**src/hw/rtl/ptlc_pkg.sv**
```systemverilog
// Shared types, constants and phase functions for the traffic light controller.
// No dependencies.
`timescale 1ns / 1ps

package ptlc_pkg;

  localparam int unsigned TICK_W    = 8;
  localparam int unsigned CFG_IDX_W = 3;
  localparam logic [TICK_W-1:0] RESET_TICKS = TICK_W'(10);

  typedef enum logic [CFG_IDX_W-1:0] {
    CFG_GREEN  = 3'd0,
    CFG_YELLOW = 3'd1,
    CFG_RED    = 3'd2,
    CFG_WALK   = 3'd3,
    CFG_BLINK  = 3'd4
  } cfg_idx_t;

  typedef enum logic [2:0] {
    PH_GREEN      = 3'd0,
    PH_YELLOW     = 3'd1,
    PH_RED        = 3'd2,
    PH_YELLOW_RET = 3'd3,
    PH_EXTEND     = 3'd4,
    PH_BLINK      = 3'd5,
    PH_WALK       = 3'd6,
    PH_BLINK_BACK = 3'd7
  } phase_t;

  typedef struct packed {
    logic [TICK_W-1:0] green;
    logic [TICK_W-1:0] yellow;
    logic [TICK_W-1:0] red;
    logic [TICK_W-1:0] walk;
    logic [TICK_W-1:0] blink;
  } ptlc_cfg_t;

  typedef struct packed {
    logic   car_green;
    logic   car_yellow;
    logic   car_red;
    logic   walk_green;
    logic   walk_yellow;
    logic   walk_red;
    phase_t phase_now;
  } ptlc_result_t;

  function automatic logic is_blink(input phase_t p);
    return (p == PH_YELLOW) || (p == PH_YELLOW_RET) || (p == PH_BLINK) ||
           (p == PH_BLINK_BACK);
  endfunction

  function automatic logic [TICK_W-1:0] phase_length(input phase_t p, input ptlc_cfg_t c);
    logic [TICK_W-1:0] len;
    case (p)
      PH_GREEN:                 len = c.green;
      PH_YELLOW, PH_YELLOW_RET: len = c.yellow;
      PH_RED:                   len = c.red;
      PH_EXTEND, PH_WALK:       len = c.walk;
      default:                  len = c.blink;
    endcase
    return len;
  endfunction

  function automatic phase_t next_phase(input phase_t p);
    phase_t np;
    case (p)
      PH_GREEN:      np = PH_YELLOW;
      PH_YELLOW:     np = PH_RED;
      PH_RED:        np = PH_YELLOW_RET;
      PH_YELLOW_RET: np = PH_GREEN;
      PH_EXTEND:     np = PH_BLINK_BACK;
      PH_BLINK:      np = PH_WALK;
      PH_WALK:       np = PH_BLINK_BACK;
      default:       np = PH_GREEN;
    endcase
    return np;
  endfunction

endpackage

```
**src/hw/rtl/ptlc_if.sv**
```systemverilog
// Valid/ready channel interfaces for the tick input and the lamp result.
// No dependencies.
`timescale 1ns / 1ps

interface ptlc_in_if;
  logic valid;
  logic ready;
  logic pedestrian_request;

  modport source (output valid, output pedestrian_request, input ready);
  modport sink   (input valid, input pedestrian_request, output ready);
endinterface

interface ptlc_out_if;
  logic       valid;
  logic       ready;
  logic       car_green;
  logic       car_yellow;
  logic       car_red;
  logic       walk_green;
  logic       walk_yellow;
  logic       walk_red;
  logic [2:0] phase_now;

  modport source (output valid, output car_green, output car_yellow, output car_red,
                  output walk_green, output walk_yellow, output walk_red,
                  output phase_now, input ready);
  modport sink   (input valid, input car_green, input car_yellow, input car_red,
                  input walk_green, input walk_yellow, input walk_red,
                  input phase_now, output ready);
endinterface

```
**src/hw/rtl/ptlc_cfg_regs.sv**
```systemverilog
// Phase length registers written through the plain configuration port.
// Depends on ptlc_pkg.
`timescale 1ns / 1ps

module ptlc_cfg_regs (
  input  logic                               clk,
  input  logic                               rst_n,
  input  logic                               cfg_we,
  input  logic [ptlc_pkg::CFG_IDX_W-1:0]     cfg_idx,
  input  logic [ptlc_pkg::TICK_W-1:0]        cfg_wdata,
  output ptlc_pkg::ptlc_cfg_t                cfg
);
  import ptlc_pkg::*;

  ptlc_cfg_t cfg_r;

  always_ff @(posedge clk) begin
    if (!rst_n) begin
      cfg_r <= '{green: RESET_TICKS, yellow: RESET_TICKS, red: RESET_TICKS,
                 walk: RESET_TICKS, blink: RESET_TICKS};
    end else if (cfg_we) begin
      case (cfg_idx)
        CFG_GREEN:  cfg_r.green  <= cfg_wdata;
        CFG_YELLOW: cfg_r.yellow <= cfg_wdata;
        CFG_RED:    cfg_r.red    <= cfg_wdata;
        CFG_WALK:   cfg_r.walk   <= cfg_wdata;
        CFG_BLINK:  cfg_r.blink  <= cfg_wdata;
        default: ;
      endcase
    end
  end

  assign cfg = cfg_r;

endmodule

```
**src/hw/rtl/ptlc_core.sv**
```systemverilog
// Tick pipeline: input register, phase/countdown update, lamp result register.
// Depends on ptlc_pkg and the channel interfaces in ptlc_if.sv.
`timescale 1ns / 1ps

module ptlc_core (
  input  logic                clk,
  input  logic                rst_n,
  input  ptlc_pkg::ptlc_cfg_t cfg,
  ptlc_in_if.sink             in_ch,
  ptlc_out_if.source          out_ch
);
  import ptlc_pkg::*;

  logic              s1_valid_r, s1_valid_nxt;
  logic              s1_req_r;
  phase_t            phase_r, phase_nxt;
  logic [TICK_W-1:0] ticks_left_r, ticks_left_nxt;
  logic              yellow_lit_r, yellow_lit_nxt;
  logic              out_valid_r, out_valid_nxt;
  ptlc_result_t      res_r, res_nxt;
  logic              adv;
  logic              in_take;
  phase_t            enter_ph;
  logic              do_enter;

  assign adv       = s1_valid_r && (!out_valid_r || out_ch.ready);
  assign in_ch.ready = !s1_valid_r || adv;
  assign in_take   = in_ch.valid && in_ch.ready;

  always_comb begin
    enter_ph = next_phase(phase_r);
    do_enter = 1'b0;
    if (s1_req_r && !phase_r[2]) begin
      enter_ph = (phase_r == PH_RED) ? PH_EXTEND : PH_BLINK;
      do_enter = 1'b1;
    end else if (ticks_left_r <= TICK_W'(1)) begin
      do_enter = 1'b1;
    end

    phase_nxt      = phase_r;
    ticks_left_nxt = ticks_left_r;
    yellow_lit_nxt = yellow_lit_r;
    if (adv) begin
      if (do_enter) begin
        phase_nxt      = enter_ph;
        ticks_left_nxt = phase_length(enter_ph, cfg);
        yellow_lit_nxt = is_blink(enter_ph);
      end else begin
        ticks_left_nxt = ticks_left_r - TICK_W'(1);
        yellow_lit_nxt = yellow_lit_r ^ is_blink(phase_r);
      end
    end

    res_nxt.car_green   = (phase_nxt == PH_GREEN);
    res_nxt.car_red     = (phase_nxt == PH_RED) || (phase_nxt == PH_EXTEND) ||
                          (phase_nxt == PH_WALK);
    res_nxt.walk_green  = res_nxt.car_red || (phase_nxt == PH_BLINK_BACK);
    res_nxt.walk_red    = (phase_nxt == PH_GREEN) || (phase_nxt == PH_BLINK);
    res_nxt.car_yellow  = is_blink(phase_nxt) && yellow_lit_nxt;
    res_nxt.walk_yellow = res_nxt.car_yellow;
    res_nxt.phase_now   = phase_nxt;

    s1_valid_nxt  = in_take || (s1_valid_r && !adv);
    out_valid_nxt = adv || (out_valid_r && !out_ch.ready);
  end

  always_ff @(posedge clk) begin
    if (!rst_n) begin
      s1_valid_r   <= 1'b0;
      out_valid_r  <= 1'b0;
      phase_r      <= PH_GREEN;
      ticks_left_r <= RESET_TICKS;
      yellow_lit_r <= 1'b0;
    end else begin
      s1_valid_r   <= s1_valid_nxt;
      out_valid_r  <= out_valid_nxt;
      phase_r      <= phase_nxt;
      ticks_left_r <= ticks_left_nxt;
      yellow_lit_r <= yellow_lit_nxt;
    end
  end

  always_ff @(posedge clk) begin
    if (in_take) begin
      s1_req_r <= in_ch.pedestrian_request;
    end
    if (adv) begin
      res_r <= res_nxt;
    end
  end

  assign out_ch.valid       = out_valid_r;
  assign out_ch.car_green   = res_r.car_green;
  assign out_ch.car_yellow  = res_r.car_yellow;
  assign out_ch.car_red     = res_r.car_red;
  assign out_ch.walk_green  = res_r.walk_green;
  assign out_ch.walk_yellow = res_r.walk_yellow;
  assign out_ch.walk_red    = res_r.walk_red;
  assign out_ch.phase_now   = res_r.phase_now;

endmodule

```
**src/hw/rtl/pedestrian_traffic_light_controller.sv**
```systemverilog
// Pedestrian traffic light controller, one item per tick.
// Path: input reg, combinational phase/countdown update, result reg.
// Throughput: 1 item per cycle while the result channel is not stalled.
// Reset (sync, active low): phase car green, countdown 10, yellows off, all
// phase lengths 10, both channels empty.
`timescale 1ns / 1ps

module pedestrian_traffic_light_controller (
  input  logic                           clk,
  input  logic                           rst_n,
  ptlc_in_if.sink                        in_ch,
  ptlc_out_if.source                     out_ch,
  input  logic                           cfg_we,
  input  logic [ptlc_pkg::CFG_IDX_W-1:0] cfg_idx,
  input  logic [ptlc_pkg::TICK_W-1:0]    cfg_wdata
);
  import ptlc_pkg::*;

  ptlc_cfg_t cfg;

  ptlc_cfg_regs u_cfg_regs (
    .clk       (clk),
    .rst_n     (rst_n),
    .cfg_we    (cfg_we),
    .cfg_idx   (cfg_idx),
    .cfg_wdata (cfg_wdata),
    .cfg       (cfg)
  );

  ptlc_core u_core (
    .clk    (clk),
    .rst_n  (rst_n),
    .cfg    (cfg),
    .in_ch  (in_ch),
    .out_ch (out_ch)
  );

endmodule

```
**src/flat_wrapper.sv**
```systemverilog
// flat-port wrapper written by rule: the top's interface ports become plain ports
module pedestrian_traffic_light_controller_flat import ptlc_pkg::*;
  (clk, rst_n, cfg_we, cfg_idx, cfg_wdata, in_ch_valid, in_ch_pedestrian_request, in_ch_ready, out_ch_valid, out_ch_car_green, out_ch_car_yellow, out_ch_car_red, out_ch_walk_green, out_ch_walk_yellow, out_ch_walk_red, out_ch_phase_now, out_ch_ready);
  ptlc_in_if in_ch_i ();
  ptlc_out_if out_ch_i ();
  input  logic clk;
  input  logic rst_n;
  input  logic cfg_we;
  input  logic [ptlc_pkg::CFG_IDX_W-1:0] cfg_idx;
  input  logic [ptlc_pkg::TICK_W-1:0] cfg_wdata;
  input wire logic [$bits(in_ch_i.valid)-1:0] in_ch_valid;
  input wire logic [$bits(in_ch_i.pedestrian_request)-1:0] in_ch_pedestrian_request;
  output wire logic [$bits(in_ch_i.ready)-1:0] in_ch_ready;
  output wire logic [$bits(out_ch_i.valid)-1:0] out_ch_valid;
  output wire logic [$bits(out_ch_i.car_green)-1:0] out_ch_car_green;
  output wire logic [$bits(out_ch_i.car_yellow)-1:0] out_ch_car_yellow;
  output wire logic [$bits(out_ch_i.car_red)-1:0] out_ch_car_red;
  output wire logic [$bits(out_ch_i.walk_green)-1:0] out_ch_walk_green;
  output wire logic [$bits(out_ch_i.walk_yellow)-1:0] out_ch_walk_yellow;
  output wire logic [$bits(out_ch_i.walk_red)-1:0] out_ch_walk_red;
  output wire logic [$bits(out_ch_i.phase_now)-1:0] out_ch_phase_now;
  input wire logic [$bits(out_ch_i.ready)-1:0] out_ch_ready;
  assign in_ch_i.valid = in_ch_valid;
  assign in_ch_i.pedestrian_request = in_ch_pedestrian_request;
  assign in_ch_ready = in_ch_i.ready;
  assign out_ch_valid = out_ch_i.valid;
  assign out_ch_car_green = out_ch_i.car_green;
  assign out_ch_car_yellow = out_ch_i.car_yellow;
  assign out_ch_car_red = out_ch_i.car_red;
  assign out_ch_walk_green = out_ch_i.walk_green;
  assign out_ch_walk_yellow = out_ch_i.walk_yellow;
  assign out_ch_walk_red = out_ch_i.walk_red;
  assign out_ch_phase_now = out_ch_i.phase_now;
  assign out_ch_i.ready = out_ch_ready;
  pedestrian_traffic_light_controller u_core (.clk(clk), .rst_n(rst_n), .in_ch(in_ch_i), .out_ch(out_ch_i), .cfg_we(cfg_we), .cfg_idx(cfg_idx), .cfg_wdata(cfg_wdata));
endmodule
```
**config.mk**
```make
export PLATFORM = sky130hd
export DESIGN_NAME = pedestrian_traffic_light_controller_flat
export DESIGN_NICKNAME = d
export VERILOG_FILES = /design/src/hw/rtl/ptlc_pkg.sv /design/src/hw/rtl/ptlc_if.sv /design/src/hw/rtl/ptlc_cfg_regs.sv /design/src/hw/rtl/ptlc_core.sv /design/src/hw/rtl/pedestrian_traffic_light_controller.sv /design/src/flat_wrapper.sv
export SDC_FILE = /design/constraint.sdc
export NUM_CORES = 1
export LEC_CHECK = 0
export BUFFER_PORTS_ARGS = -buffer_cell sky130_fd_sc_hd__buf_2
export CORE_AREA = 10 10 117 77
export CTS_CLUSTER_SIZE = 16
export DETAILED_ROUTE_END_ITERATION = 10
export DIE_AREA = 0 0 127 87
export PLACE_DENSITY = 0.67
export SLEW_MARGIN = 25
export SYNTH_ARGS = -nofsm -noshare
export SYNTH_HDL_FRONTEND = slang
export SYNTH_HIERARCHICAL = 1
export SYNTH_SLANG_ARGS = --single-unit
```
**constraint.sdc**
```tcl
create_clock -name clk -period 3.7 [get_ports clk]
set_input_delay 0 -clock clk [delete_from_list [all_inputs] [get_ports clk]]
set_output_delay 0 -clock clk [all_outputs]
set_load 0.02 [all_outputs]
```
# Word-level counts from Yosys, hierarchy flattened
# Cells that the tools add are included.
# classes
n_addsub	1
n_mul	0
div_mod_pow	0
order_cmp	1
n_eq_ne	25
shifts	0
muxes	11
bitwise	1
reduce_logical	40
# op_table
operator	count
3-bit == test (second input constant)	13
8-bit one-hot mux with 4 select lines	1
3-bit by 2-bit == test with 1-bit output (second input constant)	8
1-bit logical OR	17
3-bit one-hot mux with 5 select lines	1
3-bit by 1-bit == test with 1-bit output (second input constant)	4
3-bit zero test	4
2-bit AND reduction	5
3-bit 2-to-1 mux	3
8-bit by 1-bit less-or-equal comparator with 1-bit output (second input constant)	1
8-bit 2-to-1 mux	1
8-bit by 1-bit subtractor with 8-bit output (second input constant)	1
1-bit logical AND	6
2-bit OR reduction	3
1-bit zero test	5
1-bit 2-to-1 mux	5
1-bit XOR	1
# word_totals
ff_bits	63
latchBits	0
ram_bits	0
romBits	0
inputBits	17
n_memories	0

# Depth between registers and ports, before layout
# Gate-level depths: netlist of the first run.
# logic_depth
ltp_word	11
ltp_mapped	9
mapped_depth_nobuf	8

# Modules after synthesis
# Netlist of the first run, hierarchy kept.
# modules_own_cells
mod	instances	cells_each	area_each_um2
ptlc_core	1	226	1780.5
ptlc_cfg_regs	1	144	1530.2

# Least setup slack after synthesis of the first run
# Ideal clock, no wire load.
# synth_timing
path_type	register to register
start	register u_core.u_core.ticks_left_r[0]
end	register u_core.u_core.res_r, in the netlist u_core/u_core/out_ch.car_green, data pin
setup_ns	0.265
t_arrival_ns	1.734
t_required_ns	3.435
path_slack_ns	1.701
stages_incl_launch_ff	10
n_path_buf	1
path_cell_list	dfxtp_1 > inv_1 > ha_1 > or2_0 > clkbuf_1 > a31oi_1 > o21ai_1 > o31a_2 > inv_2 > nor3_2
# synth_rtl
item	line	text
from (decl)	ptlc_core.sv:17	logic [TICK_W-1:0] ticks_left_r, ticks_left_nxt;
from (signal assigned)	ptlc_core.sv:78	ticks_left_r <= ticks_left_nxt;
to (signal assigned)	ptlc_core.sv:88	res_r <= res_nxt;
to (decl)	ptlc_core.sv:20	ptlc_result_t res_r, res_nxt;

==> impl_metrics.json, run 1 <==
{
  "core-area_um2": 6970,
  "cts_tree": "built",
  "grt_pass1_wl_um": 14200,
  "grt_max_degree": 58,
  "grt_pass1_vias": 2665,
  "period_minus_slack_ns": 2.36,
  "max_freq_mhz": 423,
  "synth_top_area_share": 0.327,
  "maxSlewViolCount": 0,
  "worstPathRequired_ns": 3.77,
  "clock_path_buffers": 2,
  "clock_sinks": 63,
  "path_delay_family": "compound AO/OA/AOI/OAI gates",
  "crit_fanout": 7,
  "cts_repair_resize_count": 0,
  "antenna_cells": 0,
  "total_power_uw": 1820,
  "nNetsFinal": 407,
  "dp_hpwl_um": 6110,
  "post-route-util": 0.549,
  "grt_overflow": 0,
  "critPathKind": "reg -> reg",
  "post-route-drc-count": 0,
  "synth_area_leaders": "dfxtp_1, mux2i_1, edfxtp_1",
  "synth_cells": 370,
  "setup_violations": 0,
  "clk_latency_ns": 0.33,
  "slew_headroom": 0.451,
  "start_kind": "flip-flop",
  "synth-edff-count": 9,
  "reg2reg_slack_ns": 1.34,
  "stdcell_area_um2": 3830,
  "grt_setup_unrepaired": "no",
  "setup-tns-final_ns": 0,
  "vias": 2880,
  "tightest_slew_ns": 0.819,
  "synth.yosys.seq_area_share": 0.408,
  "wl_per_cell_um": 18.1,
  "hold_viol": 0,
  "die_h_um": 87,
  "cts_buffers": 9,
  "dieArea_um2": 11000,
  "async_reset_ff_frac": 0,
  "syn-cell-area_um2": 3310,
  "first_iter_violations": 305,
  "drtPass1Iterations": 5,
  "hold_class": "in -> reg",
  "area_delta_synth_final_pct": 15.6,
  "ant_nets": 0,
  "synth_common_cells": "dfxtp_1, nand2_1, mux2i_1, nor2b_1",
  "yosys.area.top_type": "dfxtp_1",
  "initial_core_util": 0.475,
  "yosysWarnings": 6,
  "path_buf_inv": 2,
  "cp_slowest_cell": "a31oi_1",
  "synth_top_flop_cell": "dfxtp_1",
  "layout_setup_ws_ns": 1.34,
  "fill_cells": 632,
  "wl_um": 8770,
  "min_period_over_period": 0.639,
  "yosysUniqueCellTypes": 59,
  "synth_most_common_cell": "dfxtp_1",
  "grt_antenna_before_repair": 0,
  "timing.critical_path.cells": "inv_1, ha_1, or2_0, a31oi_1, o21ai_1, o31a_2, inv_2, nor3_2",
  "portBuffers": 27,
  "vdd_drop_max_mv": 0.311,
  "critPathCaptureType": "flip-flop",
  "htreeDepth": 3,
  "cp.arrival_ns": 2.44,
  "max_stage_delay_ns": 0.62,
  "dp_slack_ns": 1.38,
  "ios": 28,
  "gp_congestion": 0.869,
  "clk_pin_slew_ns": 0.06,
  "power_density_nw_per_um2": 477,
  "die_w_um": 127,
  "clock-skew-final_ns": 0.00300,
  "rows": 24,
  "maxCapViolations": 0,
  "grt_usage": 0.162,
  "layout-drive-gt1-share": 0.148,
  "postPlaceCellArea_um2": 3460,
  "cts_root_buf": "clkbuf_16",
  "viasPerCell": 5.95,
  "synth_fp_nets": 389,
  "leakagePower_uw": 0.00158,
  "ys_ff_latch": 63,
  "outcome": "completed",
  "synth.avg_cell_area_um2": 8.95
}
[what timing repair did]
item                                   in CTS  in global routing
setup buffers                               0                  0
hold buffers                                5                  0
endpoints found under the hold margin       9                  0
[through the flow]
stage	hold slack [ns]	instances
finish	0.0283	484
detailed placement	0.178	463
global route	0.0378	484
CTS	0.00930	484
global placement	0.178	463
floorplan	0.0989	370
[flip-flops by register name (all words and copies together) (netlist names), 3 cells and up]
name and flops:
u_core/u_cfg_regs/cfg 40, u_core/u_core/out_ch.phase_now 3, u_core/u_core/phase_r 3, u_core/u_core/ticks_left_r 8
[logic make-up after synthesis]
logic type,share of synthesized area
XOR/XNOR,0.00265
flip-flops,0.408
buffers and inverters,0.0563
AND/OR/NAND/NOR,0.207
multiplexers,0.130
AO/OA/AOI/OAI,0.189
adder cells (fa/ha/maj),0.00756
[worst paths after layout]
path	from	to	depth (start not counted)
setup / recovery	u_core/u_core/ticks_left_r[0]	u_core/u_core/out_ch.car_green	8
hold / removal	cfg_wdata[7]	u_core/u_cfg_regs/cfg[15]	3
setup reg to reg	u_core/u_core/ticks_left_r[0]	u_core/u_core/out_ch.car_green	8
hold reg to reg	u_core/u_cfg_regs/cfg[26]	u_core/u_cfg_regs/cfg[26]	2
[layout by cell type (no fill, tap or decap), types with 4 or more instances in the layout]
master,Yosys,final
a32oi_1,4,4
a221oi_1,6,6
a21oi_1,16,16
clkbuf_16,0,9
nand3_1,11,11
inv_1,11,11
nor3_1,6,6
nand2b_1,5,5
nor2b_1,19,19
o211ai_1,5,5
and3_1,4,4
dlygate4sd3_1,0,5
dfxtp_1,54,54
buf_4,1,4
nor2_1,16,16
a21boi_0,4,4
mux2i_1,43,43
buf_2,11,27
edfxtp_1,9,9
o21ai_0,16,16
a22oi_1,4,4
nand2_1,48,48
o21ai_1,5,5
a31oi_1,4,4
o22ai_1,4,4
[area by class of cell]
type / instances / area (µm²) / share of cell area
clock inverters: 7 / 96.3 / 0.0252
repair buffers: 36 / 215 / 0.0562
multi-input cells: 264 / 1770 / 0.463
well taps: 91 / 114 / 0.0297
clock buffers: 9 / 225 / 0.0588
flip-flops and latches: 63 / 1350 / 0.353
inverters: 14 / 52.6 / 0.0137
[worst min-delay path: stages]
cell and delay, ns:
buf_2 0.07, nand2_1 0.11, mux2i_1 0.13
[report_power, final]
group	switching, µW	leakage (µW)	internal [µW]	total, µW
Clock	312	0.000150	590	902
Combinational	111	0.000902	66.6	178
Sequential	24.4	0.000523	719	744
[routing by layer]
metal	share of wire	GRT usage
met5	0	0
met4	0.0095	0.0556
met3	0.075	0.0560
met2	0.42	0.227
met1	0.49	0.224
(Power assumes the default switching activity.)
==> inputs of run 2 (changes only) <==
ABC_AREA = 1   (was unset)
CORE_AREA = 10 10 115 76   (was 10 10 117 77)
DIE_AREA = 0 0 125 86   (was 0 0 127 87)
PLACE_DENSITY = 0.68   (was 0.67)
clock period = 2.2 ns   (was 3.7 ns; I/O delays follow)
==> run 2 against run 1 <==
Compared with the run above:
- via count increased by 9.3%
- total power grew 43%
- critical path depth up 3
- wire length down 6.1%
- synthesized area decreased by 2.0%
- sequential cell count is the same
- largest cell class unchanged
- first-iteration DRC count grew 36%
- final cell count grew 26%
- clock skew up 0.0074 ns
- utilization rose by 1.3 points
- global-route usage is 0.74 points lower
- largest power group is now registers
==> impl_metrics.json, run 2 <==
{
  "die_w_um": 125,
  "wl_per_cell_um": 13.5,
  "core-area_um2": 6560,
  "fill_cells": 646,
  "outcome": "completed",
  "vdd_drop_max_mv": 0.497,
  "cp.arrival_ns": 2.04,
  "clock_path_buffers": 2,
  "crit_fanout": 14,
  "dieArea_um2": 10800,
  "layout_common_cells": "nand2_1, nor2_1, nand3_1",
  "synth_top_flop_cell": "dfxtp_1",
  "nNetsFinal": 538,
  "yosysUniqueCellTypes": 33,
  "synth_top_area_share": 0.333,
  "synth.yosys.seq_area_share": 0.417,
  "dp_hpwl_um": 6060,
  "portBuffers": 27,
  "setup-tns-final_ns": 0,
  "htreeDepth": 3,
  "wl_um": 8230,
  "critPathCaptureType": "flip-flop",
  "yosysWarnings": 6,
  "clk_pin_slew_ns": 0.07,
  "grt_usage": 0.155,
  "yosys.area.top_type": "dfxtp_1",
  "first_iter_violations": 414,
  "grt_pass1_vias": 2860,
  "synth_common_cells": "nand2_1, nor2_1, nand3_1, dfxtp_1, inv_1",
  "final_common_cell": "nand2_1",
  "grt_antenna_before_repair": 0,
  "synth-edff-count": 9,
  "async_reset_ff_frac": 0,
  "critPathKind": "reg -> reg",
  "leakagePower_uw": 0.00175,
  "gp_congestion": 0.953,
  "grt_overflow": 0,
  "synth.avg_cell_area_um2": 6.70,
  "synth_fp_nets": 503,
  "area_delta_synth_final_pct": 13.7,
  "hold_viol": 0,
  "maxCapViolations": 0,
  "maxSlewViolCount": 0,
  "hold_class": "in -> reg",
  "postPlaceCellArea_um2": 3430,
  "cts_repair_resize_count": 0,
  "max_freq_mhz": 517,
  "initial_core_util": 0.494,
  "ios": 28,
  "drtPass1Iterations": 5,
  "stdcell_area_um2": 3690,
  "ys_ff_latch": 63,
  "viasPerCell": 5.15,
  "rows": 23,
  "layout-drive-gt1-share": 0.130,
  "largest_reg_flops": 40,
  "vias": 3147,
  "cts_buffers": 9,
  "synth_most_common_cell": "nand2_1",
  "die_h_um": 86,
  "grt_setup_unrepaired": "no",
  "tightest_slew_ns": 0.739,
  "clk_latency_ns": 0.34,
  "start_kind": "flip-flop",
  "setup_violations": 0,
  "slew_headroom": 0.506,
  "period_minus_slack_ns": 1.94,
  "worstPathRequired_ns": 2.30,
  "ant_nets": 0,
  "synth_cells": 484,
  "syn-cell-area_um2": 3240,
  "total_power_uw": 2620,
  "grt_pass1_wl_um": 13800,
  "cts_tree": "built",
  "cts_root_buf": "clkbuf_8",
  "min_period_over_period": 0.880,
  "clock-skew-final_ns": 0.0104,
  "clock_sinks": 63,
  "post-route-drc-count": 0,
  "synth_area_leaders": "dfxtp_1, nand2_1, nand3_1",
  "grt_max_degree": 32,
  "antenna_cells": 0,
  "power_density_nw_per_um2": 710
}
-- run 2: layer usage --
layer | up-vias | part of all wire | global-route usage
met1 | 1423 | 0.50 | 0.211
met3 | 10 | 0.080 | 0.0516
met4 | 0 | 0.011 | 0.0427
li1 | 1596 | - | -
met5 | - | 0 | 0
met2 | 118 | 0.41 | 0.226
-- run 2: path summary, 6_finish.rpt --
| kind | slack, ns | from | cells past startpoint | to |
|---|---|---|---|---|
| worst max-delay path | 0.26 | u_core/u_core/ticks_left_r[0] | 11 | u_core/u_core/out_ch.walk_green |
| worst max register to register | 0.26 | u_core/u_core/ticks_left_r[0] | 11 | u_core/u_core/out_ch.walk_green |
| worst min register to register | 0.47 | u_core/u_cfg_regs/cfg[11] | 2 | u_core/u_cfg_regs/cfg[11] |
| worst min-delay path | 0.05 | cfg_wdata[5] | 5 | u_core/u_cfg_regs/cfg[5] |
-- run 2: report_power, final --
part           switching [µW]  internal [µW]  leakage, µW  total [µW]
logic                     262            127      0.00114         389
registers                38.0           1230     0.000526        1260
clock network             443            521    0.0000904         964
-- run 2: cells by family after synthesis --
logic type,after synthesis,share of synthesized area
buffers and inverters,67,0.0860
adder cells (fa/ha/maj),2,0.00771
AO/OA/AOI/OAI,33,0.0660
flip-flops,63,0.417
XOR/XNOR,2,0.00540
AND/OR/NAND/NOR,317,0.418
-- run 2: area by class of cell --
class	instances	area, µm²	area share
clock buffers	12	135	0.0366
clock inverters	4	47.5	0.0129
inverters	54	203	0.0550
flip-flops and latches	63	1350	0.366
multi-input cells	354	1610	0.438
repair buffers	37	228	0.0618
well taps	87	109	0.0295
-- run 2: what timing repair did --
item	in CTS	in global routing
buffers inserted	0	0
endpoints found under the hold margin	14	0
hold buffers	7	0
-- run 2: worst max-delay path, cell delays in order (launching register included) --
cell and delay [ns]:
dfxtp_1 0.33, inv_1 0.13, ha_1 0.24, nor2_1 0.06, nor2_1 0.10, nand2_1 0.08, nand2_2 0.22, nand2_4 0.12
o21ai_2 0.22, nand2_1 0.07, nand2_1 0.08, nand2_1 0.05
-- run 2: metrics by stage --
step | hold WS (ns) | util | setup slack (ns) | instances
floorplan | 0.0989 | - | 0.589 | 484
global placement | 0.177 | 0.523 | 0.355 | 588
detailed placement | 0.178 | 0.523 | 0.264 | 588
CTS | 0.0357 | 0.562 | 0.264 | 611
global route | 0.0621 | 0.562 | 0.0663 | 611
finish | 0.0463 | 0.562 | 0.264 | 611
==> inputs of run 3 (changes only) <==
REMOVE_ABC_BUFFERS = 1   (was unset)
SKIP_CTS_REPAIR_TIMING = 1   (was unset)
==> run 3 against run 2 <==
Compared with the run above:
- clock skew fell by 0.0055 ns
- clock power fell by 4.7%
- register-to-register slack got worse by 0.04 ns
- count of clock-buffer cells in the layout rose by 3
- first-iteration DRC count fell by 31%
- via count fell by 0.73%
- critical path depth did not move
- sequential share of layout area rose by 0.11 points
- non-clock buffer count fell by 1
- die area did not move
- global-route usage rose by 0.11 points
- highest routed layer unchanged
- total power fell by 1.6%
==> impl_metrics.json, run 3 (synthesis gave the netlist of run 2 again) <==
{
  "htreeDepth": 3,
  "post-route-drc-count": 0,
  "hold_depth": 5,
  "cp_slowest_cell": "dfxtp_1",
  "dp_hpwl_um": 6280,
  "vias": 3124,
  "antenna_cells": 0,
  "clockPowerShare": 0.357,
  "reg2reg_slack_ns": 0.23,
  "grt_pass1_vias": 2839,
  "worstPathRequired_ns": 2.30,
  "fill_cells": 669,
  "vdd_drop_max_mv": 0.395,
  "maxCapViolations": 0,
  "p_int_uw": 1850,
  "layout_common_cells": "nand2_1, nor2_1, nand3_1",
  "switching_share": 0.282,
  "min_period_over_period": 0.896,
  "die_w_um": 125,
  "portBuffers": 27,
  "drtPass1Iterations": 5,
  "grt_antenna_before_repair": 0,
  "clock-skew-final_ns": 0.00487,
  "crit_fanout": 14,
  "power_density_nw_per_um2": 701,
  "gp_congestion": 0.967,
  "cts_tree": "built",
  "tightest_slew_ns": 0.737,
  "total_power_uw": 2580,
  "wl_per_cell_um": 13.8,
  "worstHoldStart": "cfg_wdata[7]",
  "grt_overflow": 0,
  "clock_path_buffers": 2,
  "period_minus_slack_ns": 1.97,
  "largest_reg_flops": 40,
  "maxSlewViolCount": 0,
  "nNetsFinal": 537,
  "cp.arrival_ns": 2.08,
  "slew_headroom": 0.507,
  "setup-tns-final_ns": 0,
  "ant_nets": 0,
  "rr_worst_depth": 11,
  "seq_area_um2": 1350,
  "grt_setup_unrepaired": "no",
  "cts_buffers": 9,
  "critPathKind": "reg -> reg",
  "hold_viol": 0,
  "grt_pass1_wl_um": 13700,
  "viasPerCell": 5.13,
  "start_kind": "flip-flop",
  "post-route-util": 0.560,
  "clock_sinks": 63,
  "clk_latency_ns": 0.35,
  "max_stage_delay_ns": 0.34,
  "switchingPower_uw": 725,
  "ios": 28,
  "setup_violations": 0,
  "final_common_cell": "nand2_1",
  "grt_usage": 0.156,
  "max_freq_mhz": 507,
  "r2r_end": "u_core/u_core/out_ch.walk_green",
  "grt_max_degree": 41,
  "stdcell_count": 609,
  "outcome": "completed",
  "timing.critical_path.cells": "inv_1, ha_1, nor2_1, nor2_1, nand2_1, nand2_4, nand2_4, o21ai_2, nand2_1, nand2_1, nand2_1",
  "crit_path_frequent_cell": "nand2_1",
  "reg2reg_from": "u_core/u_core/ticks_left_r[0]",
  "initial_core_util": 0.494,
  "critPathCaptureType": "flip-flop",
  "wl_um": 8380,
  "leakagePower_uw": 0.00175,
  "area_delta_synth_final_pct": 13.3,
  "rows": 23,
  "dieArea_um2": 10800,
  "power_frac_seq": 0.491,
  "core-area_um2": 6560,
  "hold_class": "in -> reg",
  "dp_cells": 588,
  "cts_root_buf": "clkbuf_8",
  "layout-drive-gt1-share": 0.128,
  "hold_end": "u_core/u_cfg_regs/cfg[39]",
  "multi_input_area_um2": 1620,
  "pwr-share-comb": 0.152,
  "die_h_um": 86,
  "first_iter_violations": 287,
  "clk_pin_slew_ns": 0.06
}
-- run 3: worst max path at each step --
stage | startpoint | to | slack [ns]
floorplan | u_core/u_core/ticks_left_r[0] | u_core/u_core/out_ch.walk_green | 0.50
global placement | u_core/u_core/ticks_left_r[0] | u_core/u_core/out_ch.walk_green | 0.34
global route | u_core/u_core/ticks_left_r[0] | u_core/u_core/out_ch.walk_green | 0.03
CTS | u_core/u_core/ticks_left_r[0] | u_core/u_core/out_ch.walk_green | 0.19
finish | u_core/u_core/ticks_left_r[0] | u_core/u_core/out_ch.walk_green | 0.23
detailed placement | u_core/u_core/ticks_left_r[0] | u_core/u_core/out_ch.walk_green | 0.21
-- run 3: layout make-up --
class,instances,area share
Timing Repair Buffer,36,0.0592
Tap cell,87,0.0296
Sequential cell,63,0.368
Multi-Input combinational cell,354,0.440
Clock buffer,15,0.0480
Inverter,54,0.0551
-- run 3: power by group through the flow --
stage	Combinational [µW]	Clock, µW	Sequential (µW)
final	392	919	1260
after global routing	444	997	1270
after CTS	380	947	1260
after detailed placement	378	0	1290
after global placement	369	0	1290
after floorplan	245	0	1300
-- run 3: stage by stage --
stage               hold slack, ns  worst slack [ns]  area [µm²]
global route                0.0620            0.0290        3680
floorplan                   0.0846             0.498        3170
detailed placement           0.179             0.215        3430
finish                      0.0502             0.228        3680
global placement             0.176             0.342        3430
CTS                         -0.197             0.194        3610
-- run 3: per-layer routing --
layer  vias up  GRT usage  part of all wire
met5         -          0                 0
met4         0     0.0479             0.010
met3         8     0.0504             0.071
met2        91      0.217              0.40
met1      1430      0.220              0.52
li1       1595          -                 -
-- run 3: worst max-delay path: cells and delay by family, from the launching register on --
kind / cells / cell delay (ns)
AOI/OAI and AO/OA: 1 / 0.23
adders and majority gates: 1 / 0.25
buffers and inverters: 1 / 0.16
DFF: 1 / 0.34
and+or+nand+nor: 8 / 0.75
